[src/design/bfpw_pkg.sv]
package bfpw_pkg;

    localparam int unsigned KB_SHIFT  = 10;
    localparam int unsigned COMP_BITS = 8;
    localparam int unsigned DIV_STEPS = 32 - KB_SHIFT;

    localparam logic [2:0] REG_SCREEN_WIDTH   = 3'd0;
    localparam logic [2:0] REG_SCREEN_HEIGHT  = 3'd1;
    localparam logic [2:0] REG_BYTES_PER_LINE = 3'd2;
    localparam logic [2:0] REG_PIXEL_BYTES    = 3'd3;
    localparam logic [2:0] REG_GRANULARITY_KB = 3'd4;
    localparam logic [2:0] REG_WINDOW_KB      = 3'd5;
    localparam logic [2:0] REG_COLOR_LAYOUT   = 3'd6;
    localparam logic [2:0] REG_WINDOW_SELECT  = 3'd7;

    typedef struct packed {
        logic [15:0] screen_width;
        logic [15:0] screen_height;
        logic [15:0] bytes_per_line;
        logic [2:0]  pixel_bytes;
        logic [6:0]  granularity_kb;
        logic [6:0]  window_kb;
        logic [47:0] color_layout;
        logic        window_select;
    } t_cfg;

    typedef struct packed {
        logic load_in;
        logic do_mul;
        logic do_add;
        logic do_check;
        logic div_start;
        logic div_step;
        logic finish;
    } t_cmd;

    typedef struct packed {
        logic visible;
        logic miss;
        logic div_done;
        logic out_free;
    } t_sts;

    function automatic logic [2:0] eff_pixel_bytes(input logic [2:0] pb);
        logic [2:0] r;
        r = pb;
        if (pb == 3'd0) r = 3'd1;
        if (pb > 3'd4) r = 3'd4;
        return r;
    endfunction

    function automatic logic [31:0] place_comp(input logic [7:0] comp,
                                               input logic [7:0] size,
                                               input logic [7:0] pos);
        logic [7:0]  v;
        logic [31:0] r;
        v = comp;
        r = 32'd0;
        if (size < 8'(COMP_BITS)) begin
            v = comp >> (4'(COMP_BITS) - size[3:0]);
        end
        if (size != 8'd0 && pos < 8'd32) begin
            r = {24'd0, v} << pos[4:0];
        end
        return r;
    endfunction

endpackage

[src/design/bfpw_ctrl.sv]
module bfpw_ctrl (
    input  logic          i_clk,
    input  logic          i_rst_n,
    input  logic          i_in_valid,
    output logic          o_in_ready,
    input  bfpw_pkg::t_sts i_sts,
    output bfpw_pkg::t_cmd o_cmd
);
    import bfpw_pkg::*;

    localparam logic [2:0] S_IDLE  = 3'd0;
    localparam logic [2:0] S_MUL   = 3'd1;
    localparam logic [2:0] S_ADD   = 3'd2;
    localparam logic [2:0] S_CHECK = 3'd3;
    localparam logic [2:0] S_DIV   = 3'd4;
    localparam logic [2:0] S_FIN   = 3'd5;

    logic [2:0] r_state;
    logic [2:0] n_state;

    always_comb begin
        n_state    = r_state;
        o_cmd      = '0;
        o_in_ready = 1'b0;
        case (r_state)
            S_IDLE: begin
                o_in_ready = 1'b1;
                if (i_in_valid) begin
                    o_cmd.load_in = 1'b1;
                    n_state       = S_MUL;
                end
            end
            S_MUL: begin
                o_cmd.do_mul = 1'b1;
                n_state      = i_sts.visible ? S_ADD : S_IDLE;
            end
            S_ADD: begin
                o_cmd.do_add = 1'b1;
                n_state      = S_CHECK;
            end
            S_CHECK: begin
                o_cmd.do_check = 1'b1;
                if (i_sts.miss) begin
                    o_cmd.div_start = 1'b1;
                    n_state         = S_DIV;
                end else begin
                    n_state = S_FIN;
                end
            end
            S_DIV: begin
                o_cmd.div_step = 1'b1;
                if (i_sts.div_done) n_state = S_FIN;
            end
            S_FIN: begin
                if (i_sts.out_free) begin
                    o_cmd.finish = 1'b1;
                    n_state      = S_IDLE;
                end
            end
            default: n_state = S_IDLE;
        endcase
    end

    always_ff @(posedge i_clk) begin
        if (!i_rst_n) begin
            r_state <= S_IDLE;
        end else begin
            r_state <= n_state;
        end
    end

endmodule

[src/design/bfpw_dp.sv]
module bfpw_dp (
    input  logic           i_clk,
    input  logic           i_rst_n,
    input  bfpw_pkg::t_cfg i_cfg,
    input  bfpw_pkg::t_cmd i_cmd,
    output bfpw_pkg::t_sts o_sts,
    input  logic [55:0]    i_in_data,
    output logic           o_out_valid,
    input  logic           i_out_ready,
    output logic [71:0]    o_out_data
);
    import bfpw_pkg::*;

    logic [15:0] r_x, r_y;
    logic [7:0]  r_red, r_green, r_blue;
    logic [30:0] r_prod_y;
    logic [17:0] r_prod_x;
    logic [31:0] r_color;
    logic [31:0] r_offset;
    logic        r_miss;
    logic [31:0] r_window_base;
    logic [21:0] r_dq;
    logic [6:0]  r_rem;
    logic [4:0]  r_cnt;
    logic        r_out_valid;
    logic [71:0] r_out_data;

    logic [2:0]  pb;
    logic [6:0]  gran;
    logic [32:0] win_hi;
    logic        miss;
    logic [7:0]  trial;
    logic        q_bit;
    logic [6:0]  n_rem;
    logic [31:0] color;
    logic [15:0] bank;
    logic [15:0] wr_off;
    logic [21:0] base_kb;

    assign pb   = eff_pixel_bytes(i_cfg.pixel_bytes);
    assign gran = (i_cfg.granularity_kb == 7'd0) ? 7'd1 : i_cfg.granularity_kb;

    assign o_sts.visible = !r_x[15] && !r_y[15] && (r_x < i_cfg.screen_width)
                           && (r_y < i_cfg.screen_height);

    assign win_hi = {1'b0, r_window_base} + {16'd0, i_cfg.window_kb, 10'd0};
    assign miss   = !(r_offset >= r_window_base && {1'b0, r_offset} < win_hi);
    assign o_sts.miss     = miss;
    assign o_sts.div_done = (r_cnt == 5'(DIV_STEPS - 1));
    assign o_sts.out_free = !r_out_valid || i_out_ready;

    assign trial = {r_rem, r_dq[21]};
    assign q_bit = (trial >= {1'b0, gran});
    assign n_rem = q_bit ? 7'(trial - {1'b0, gran}) : trial[6:0];

    assign color = place_comp(r_red,   i_cfg.color_layout[7:0],   i_cfg.color_layout[31:24])
                 | place_comp(r_green, i_cfg.color_layout[15:8],  i_cfg.color_layout[39:32])
                 | place_comp(r_blue,  i_cfg.color_layout[23:16], i_cfg.color_layout[47:40]);

    assign base_kb = r_offset[31:10] - {15'd0, r_rem};
    assign bank    = r_miss ? r_dq[15:0] : 16'd0;
    assign wr_off  = r_miss ? {r_rem[5:0], r_offset[9:0]}
                            : (r_offset[15:0] - r_window_base[15:0]);

    always_ff @(posedge i_clk) begin
        if (i_cmd.load_in) begin
            r_x     <= i_in_data[15:0];
            r_y     <= i_in_data[31:16];
            r_red   <= i_in_data[39:32];
            r_green <= i_in_data[47:40];
            r_blue  <= i_in_data[55:48];
        end
        if (i_cmd.do_mul) begin
            r_prod_y <= {16'd0, r_y[14:0]} * {15'd0, i_cfg.bytes_per_line};
            r_prod_x <= {3'd0, r_x[14:0]} * {15'd0, pb};
            r_color  <= color;
        end
        if (i_cmd.do_add) begin
            r_offset <= {1'b0, r_prod_y} + {14'd0, r_prod_x};
        end
        if (i_cmd.do_check) begin
            r_miss <= miss;
        end
        if (i_cmd.div_start) begin
            r_dq  <= r_offset[31:10];
            r_rem <= 7'd0;
            r_cnt <= 5'd0;
        end else if (i_cmd.div_step) begin
            r_dq  <= {r_dq[20:0], q_bit};
            r_rem <= n_rem;
            r_cnt <= r_cnt + 5'd1;
        end
        if (i_cmd.finish) begin
            r_out_data <= {3'd0, pb, r_color, wr_off, i_cfg.window_select, bank, r_miss};
        end
    end

    always_ff @(posedge i_clk) begin
        if (!i_rst_n) begin
            r_window_base <= 32'd0;
            r_out_valid   <= 1'b0;
        end else begin
            if (i_cmd.finish && r_miss) begin
                r_window_base <= {base_kb, 10'd0};
            end
            if (i_cmd.finish) begin
                r_out_valid <= 1'b1;
            end else if (i_out_ready) begin
                r_out_valid <= 1'b0;
            end
        end
    end

    assign o_out_valid = r_out_valid;
    assign o_out_data  = r_out_data;

endmodule

[src/design/banked_framebuffer_pixel_writer.sv]
// Banked framebuffer pixel writer.
// Input stream s_axis carries one pixel per transaction: signed x, y and 8-bit
// red, green, blue. Pixels outside the configured screen are dropped silently.
// Each visible pixel gives one transaction on m_axis: bank switch flag and bank
// number, window select, window-relative write offset, packed color word and
// byte count. Registers are written through i_cfg_wdata/i_cfg_addr/i_cfg_we;
// the user must do so only while the block is idle; the block does not check it.
// On a window miss the bank index comes out of a one-bit-per-cycle divider
// (22 steps); an offset inside the current window skips the divider. A visible
// pixel passes the multiply, add, check and finish states, with the divide state
// between check and finish on a miss; a dropped pixel leaves after multiply. One
// pixel is worked on at a time; the next one is taken as soon as the previous
// result is parked in the output register.
// If m_axis stalls, the finished result holds in the output register; one more
// pixel may be processed and then waits until the register frees.
// Synchronous reset restores register defaults and places the window at 0.
module banked_framebuffer_pixel_writer (
    input  logic        i_clk,
    input  logic        i_rst_n,
    input  logic        i_cfg_we,
    input  logic [2:0]  i_cfg_addr,
    input  logic [47:0] i_cfg_wdata,
    input  logic        s_axis_tvalid,
    output logic        s_axis_tready,
    // pixel_x[15:0], pixel_y[31:16], red[39:32], green[47:40], blue[55:48]
    input  logic [55:0] s_axis_tdata,
    output logic        m_axis_tvalid,
    input  logic        m_axis_tready,
    // bank_switch[0], bank_number[16:1], window_select_out[17],
    // write_offset[33:18], color_word[65:34], byte_count[68:66]
    output logic [71:0] m_axis_tdata
);
    import bfpw_pkg::*;

    t_cfg r_cfg;
    t_cmd cmd;
    t_sts sts;

    always_ff @(posedge i_clk) begin
        if (!i_rst_n) begin
            r_cfg.screen_width   <= 16'd640;
            r_cfg.screen_height  <= 16'd480;
            r_cfg.bytes_per_line <= 16'd1280;
            r_cfg.pixel_bytes    <= 3'd2;
            r_cfg.granularity_kb <= 7'd64;
            r_cfg.window_kb      <= 7'd64;
            r_cfg.color_layout   <= 48'd0;
            r_cfg.window_select  <= 1'b0;
        end else if (i_cfg_we) begin
            case (i_cfg_addr)
                REG_SCREEN_WIDTH:   r_cfg.screen_width   <= i_cfg_wdata[15:0];
                REG_SCREEN_HEIGHT:  r_cfg.screen_height  <= i_cfg_wdata[15:0];
                REG_BYTES_PER_LINE: r_cfg.bytes_per_line <= i_cfg_wdata[15:0];
                REG_PIXEL_BYTES:    r_cfg.pixel_bytes    <= i_cfg_wdata[2:0];
                REG_GRANULARITY_KB: r_cfg.granularity_kb <= i_cfg_wdata[6:0];
                REG_WINDOW_KB:      r_cfg.window_kb      <= i_cfg_wdata[6:0];
                REG_COLOR_LAYOUT:   r_cfg.color_layout   <= i_cfg_wdata;
                REG_WINDOW_SELECT:  r_cfg.window_select  <= i_cfg_wdata[0];
                default: ;
            endcase
        end
    end

    bfpw_ctrl u_ctrl (
        .i_clk      (i_clk),
        .i_rst_n    (i_rst_n),
        .i_in_valid (s_axis_tvalid),
        .o_in_ready (s_axis_tready),
        .i_sts      (sts),
        .o_cmd      (cmd)
    );

    bfpw_dp u_dp (
        .i_clk       (i_clk),
        .i_rst_n     (i_rst_n),
        .i_cfg       (r_cfg),
        .i_cmd       (cmd),
        .o_sts       (sts),
        .i_in_data   (s_axis_tdata),
        .o_out_valid (m_axis_tvalid),
        .i_out_ready (m_axis_tready),
        .o_out_data  (m_axis_tdata)
    );

endmodule

[config.mk]
export PLATFORM = sky130hd
export DESIGN_NAME = banked_framebuffer_pixel_writer
export DESIGN_NICKNAME = d
export VERILOG_FILES = /design/src/design/bfpw_pkg.sv /design/src/design/bfpw_ctrl.sv /design/src/design/bfpw_dp.sv /design/src/design/banked_framebuffer_pixel_writer.sv
export SDC_FILE = /design/constraint.sdc
export NUM_CORES = 2
export LEC_CHECK = 0
export BUFFER_PORTS_ARGS = -buffer_cell sky130_fd_sc_hd__buf_2
export CORE_AREA = 5 5 228 230
export CTS_CLUSTER_SIZE = 10
export DETAILED_ROUTE_END_ITERATION = 12
export DIE_AREA = 0 0 233 235
export HOLD_SLACK_MARGIN = 0.02
export PLACE_DENSITY = 0.82
export SETUP_SLACK_MARGIN = 0.15
export SYNTH_ARGS = -nofsm -noshare
export SYNTH_HDL_FRONTEND = slang
export SYNTH_SLANG_ARGS = --single-unit
export TNS_END_PERCENT = 5
[constraint.sdc]
create_clock -name i_clk -period 10.7 [get_ports i_clk]
set_clock_uncertainty 0.15 [all_clocks]
set_input_delay 0.535 -clock i_clk [delete_from_list [all_inputs] [get_ports i_clk]]
set_output_delay 0.535 -clock i_clk [all_outputs]
set_load 0.05 [all_outputs]
==> results.md <==
- Dpl hpwl: 64000 um
- Synthesized area: 30900 um^2
- Area Growth Syn to Fin: 11.2%
- Setup TNS: 0 ns
- CP max stage cell: a221oi_1
- Top-level I/O count: 186
- Yosys top cell area share: 25.3%
- Seq cells post-synth: 413
- CTS tree: yes
- Die area: 54800 um^2
- Main synth FF type: edfxtp_1
- Nets: 3923
- Fmax: 140 MHz
- Post-synth EDFFs: 261
- Crit end category: flip-flop
- Critical Setup Path Class: flip-flop to flip-flop
- P_leak: 14.1 nW
- Avg WL per Cell: 20.8 um
- Final period utilization: 66.7%
- Max_slew headroom: 7.43%
- DR DRC count: 0
- Status: complete, no violations
- Post-route cell area: 34400 um^2
- Top cells by count, synth: 465 x nand2_1, 365 x inv_1, 261 x edfxtp_1, 229 x ha_1, 206 x a21oi_1
- Buffer depth of the longest clock path: 3
- # rows: 82
- Hold buffer count at cts: 61
- Total wire length: 85300 um
- Critical Path Fanout Max: 17
- GRT Residual Overflow: 0
- Hold Crit Class: input port to flip-flop
- Pwr Density: 126 nW/um^2
- Gpl congestion: 0.986
- Mapped Cells: 3206
- Slew @ Worst Pin: 1.39 ns
- CP cell instances: and2_1 > fa_1 > inv_1 > fa_1 > inv_1 > fa_1 > inv_1 > fa_1 > inv_1 > fa_1 > inv_1 > fa_1 > inv_1 > ha_1 > a21o_1 > a21o_1 > a221oi_1 > nor4_1 > o41ai_1 > a21oi_1 > mux2i_1 > nand3_1
- Synth cell types: 95
- Chip height: 235 um
- Vias per cell: 6.06
- Post-cts resize count: 0
- Dominant cells by area after synthesis: edfxtp_1 25%, fa_1 13%, dfxtp_1 9.8%
- Total GRT Usage: 30.6%
- Clock slew at reported path FFs: 0.06 ns
- Number of H-tree levels: 2
- Post-synth top area cell: edfxtp_1
- Yosys warning count: 0
- # Max-Cap Violations: 0
- TritonCTS buffer count: 49
- Clock Latency Late Sink: 0.60 ns
- Final Setup Violations: 0
- CP Launch Type: flip-flop
- Async SR Flop Fraction: 0%
- RSZ-0062 raised after global routing: false
- Overall power: 4.34 mW
- Detailed-router iteration count before antenna repair: 6
- Vias in the first global route: 24.4k
- Layout cells sized above 1: 10.3%
- Die W: 233 um
- Setup repair bufs after CTS: 0
- Crit path DAT: 7.31 ns
- Via Count: 24.8k
- Initial DRC count: 2536
- I/O Buffers: 182
- Detail Route Antenna Nets: 0
- Worst VDD drop: 0.132 mV
- Post-route minimum period: 7.13 ns
- Core ar.: 49700 um^2
- First-pass GRT wire length: 134000 um
- Placed cell areas: 32300 um^2
- Initial Util: 62.3%
- Cell with the most instances after synthesis: nand2_1
- CTS Root Buffer Type: clkbuf_16
- Register area share after synthesis: 35.2%
- Slowest stage delay, CP: 0.81 ns
- Required time of the critical path: 10.87 ns
- Final Hold Fails: 0
- Fin. max-slew vios: 0
- Syn avg cell area: 9.65 um^2
- Pin count of the biggest net entering global routing: 77
- Initial antenna violation count: 4
- Clock sink total: 413
## kinds of logic (layout without fill, tap and decap cells)
family                   count (synthesis)  after routing  synth area share [%]
XOR/XNOR                               107            107                  3.03
AO/OA/AOI/OAI                          615            615                  13.2
multiplexers                            90             90                  3.94
flip-flops                             413            413                  35.2
adder cells (fa/ha/maj)                428            428                  22.1
buffers and inverters                  503            719                  6.32
AND/OR/NAND/NOR                       1049           1049                  16.2
other                                    1              4                0.0121
## critical path, delay by kind of cell, from the launching register on
family	cells	cell delay (ns)
AO/OA/AOI/OAI	5	1.70
adder cells (fa/ha/maj)	7	3.38
buffers and inverters	6	0.29
flip-flops	1	0.63
multiplexers	1	0.17
AND/OR/NAND/NOR	3	0.53
## metal layers
metal | wire length (um) | part of all wire (%) | track usage, %
met1 | 36600 | 43 | 44.6
met4 | 2340 | 2.7 | 8.32
met2 | 38500 | 45 | 47.7
met3 | 7860 | 9.2 | 5.53
met5 | 13 | 0.015 | 0
## worst paths after layout
path | depth (start not counted) | to | startpoint | slack, ns
setup / recovery | 22 | u_dp.r_prod_y[29] | u_dp.r_y[2] | 3.57
hold / removal | 3 | r_cfg[19] | i_cfg_wdata[18] | 0.04
setup reg to reg | 22 | u_dp.r_prod_y[29] | u_dp.r_y[2] | 3.57
hold reg to reg | 0 | u_dp.o_out_data[39] | u_dp.r_color[5] | 0.27
## area by class of cell
type                            count  area, um^2
Clock inverter                      6        81.3
Sequential cell                   413       10900
Fill cell                        3790       15300
Inverter                          368        1380
Antenna cell                        1        2.50
Tap cell                          672         841
Multi-Input combinational cell   2292       18100
Timing Repair Buffer              259        1640
Clock buffer                       86        1420
## state kept, by name, summed over array words and instances, names as in the netlist, 7 cells and up
register and count:
u_dp.r_y 16, r_cfg 114, u_dp.r_red 8, u_dp.r_prod_x 18
u_dp.r_dq 22, u_dp.r_blue 8, u_dp.r_window_base 22, u_dp.r_green 8
u_dp.r_color 32, u_dp.r_offset 32, u_dp.r_x 16, u_dp.o_out_data 69
u_dp.r_prod_y 31, u_dp.r_rem 7
## per-stage QoR
stage / hold slack (ns) / setup WS [ns] / util, % / cells
2_1_floorplan: 0.250 / 3.14 / - / 3208
3_3_place_gp: 0.253 / 3.64 / 65.0 / 3943
3_5_place_dp: 0.255 / 3.67 / 65.0 / 3943
4_1_cts: 0.0210 / 3.63 / 69.3 / 4096
5_1_grt: 0.0327 / 3.14 / 69.3 / 4097
6_report: 0.0435 / 3.57 / 69.3 / 4097
## report_power, final
part           internal (mW)  leakage [nW]  switching, mW  total (mW)
combinational          0.370          9.69          0.538       0.907
clock                  0.919         0.719          0.661        1.58
sequential              1.78          3.68         0.0683        1.85
total                   3.07          14.1           1.27        4.34
## layout by cell type, fill, tap and decap left out, drive strengths merged, types with 37 or more instances in the layout
| master | n |
|---|---|
| nor2 | 126 |
| inv | 366 |
| xnor2 | 77 |
| o21ai | 95 |
| dlygate4sd3 | 61 |
| edfxtp | 261 |
| clkbuf | 86 |
| fa | 199 |
| mux2 | 37 |
| dfxtp | 152 |
| a21oi | 206 |
| ha | 229 |
| mux2i | 37 |
| nand2 | 465 |
| buf | 198 |
| a21o | 45 |
| and2 | 173 |
| nand2b | 41 |
| nor3 | 48 |
| nand3 | 58 |
No activity file was read; power rests on OpenSTA's default activity.
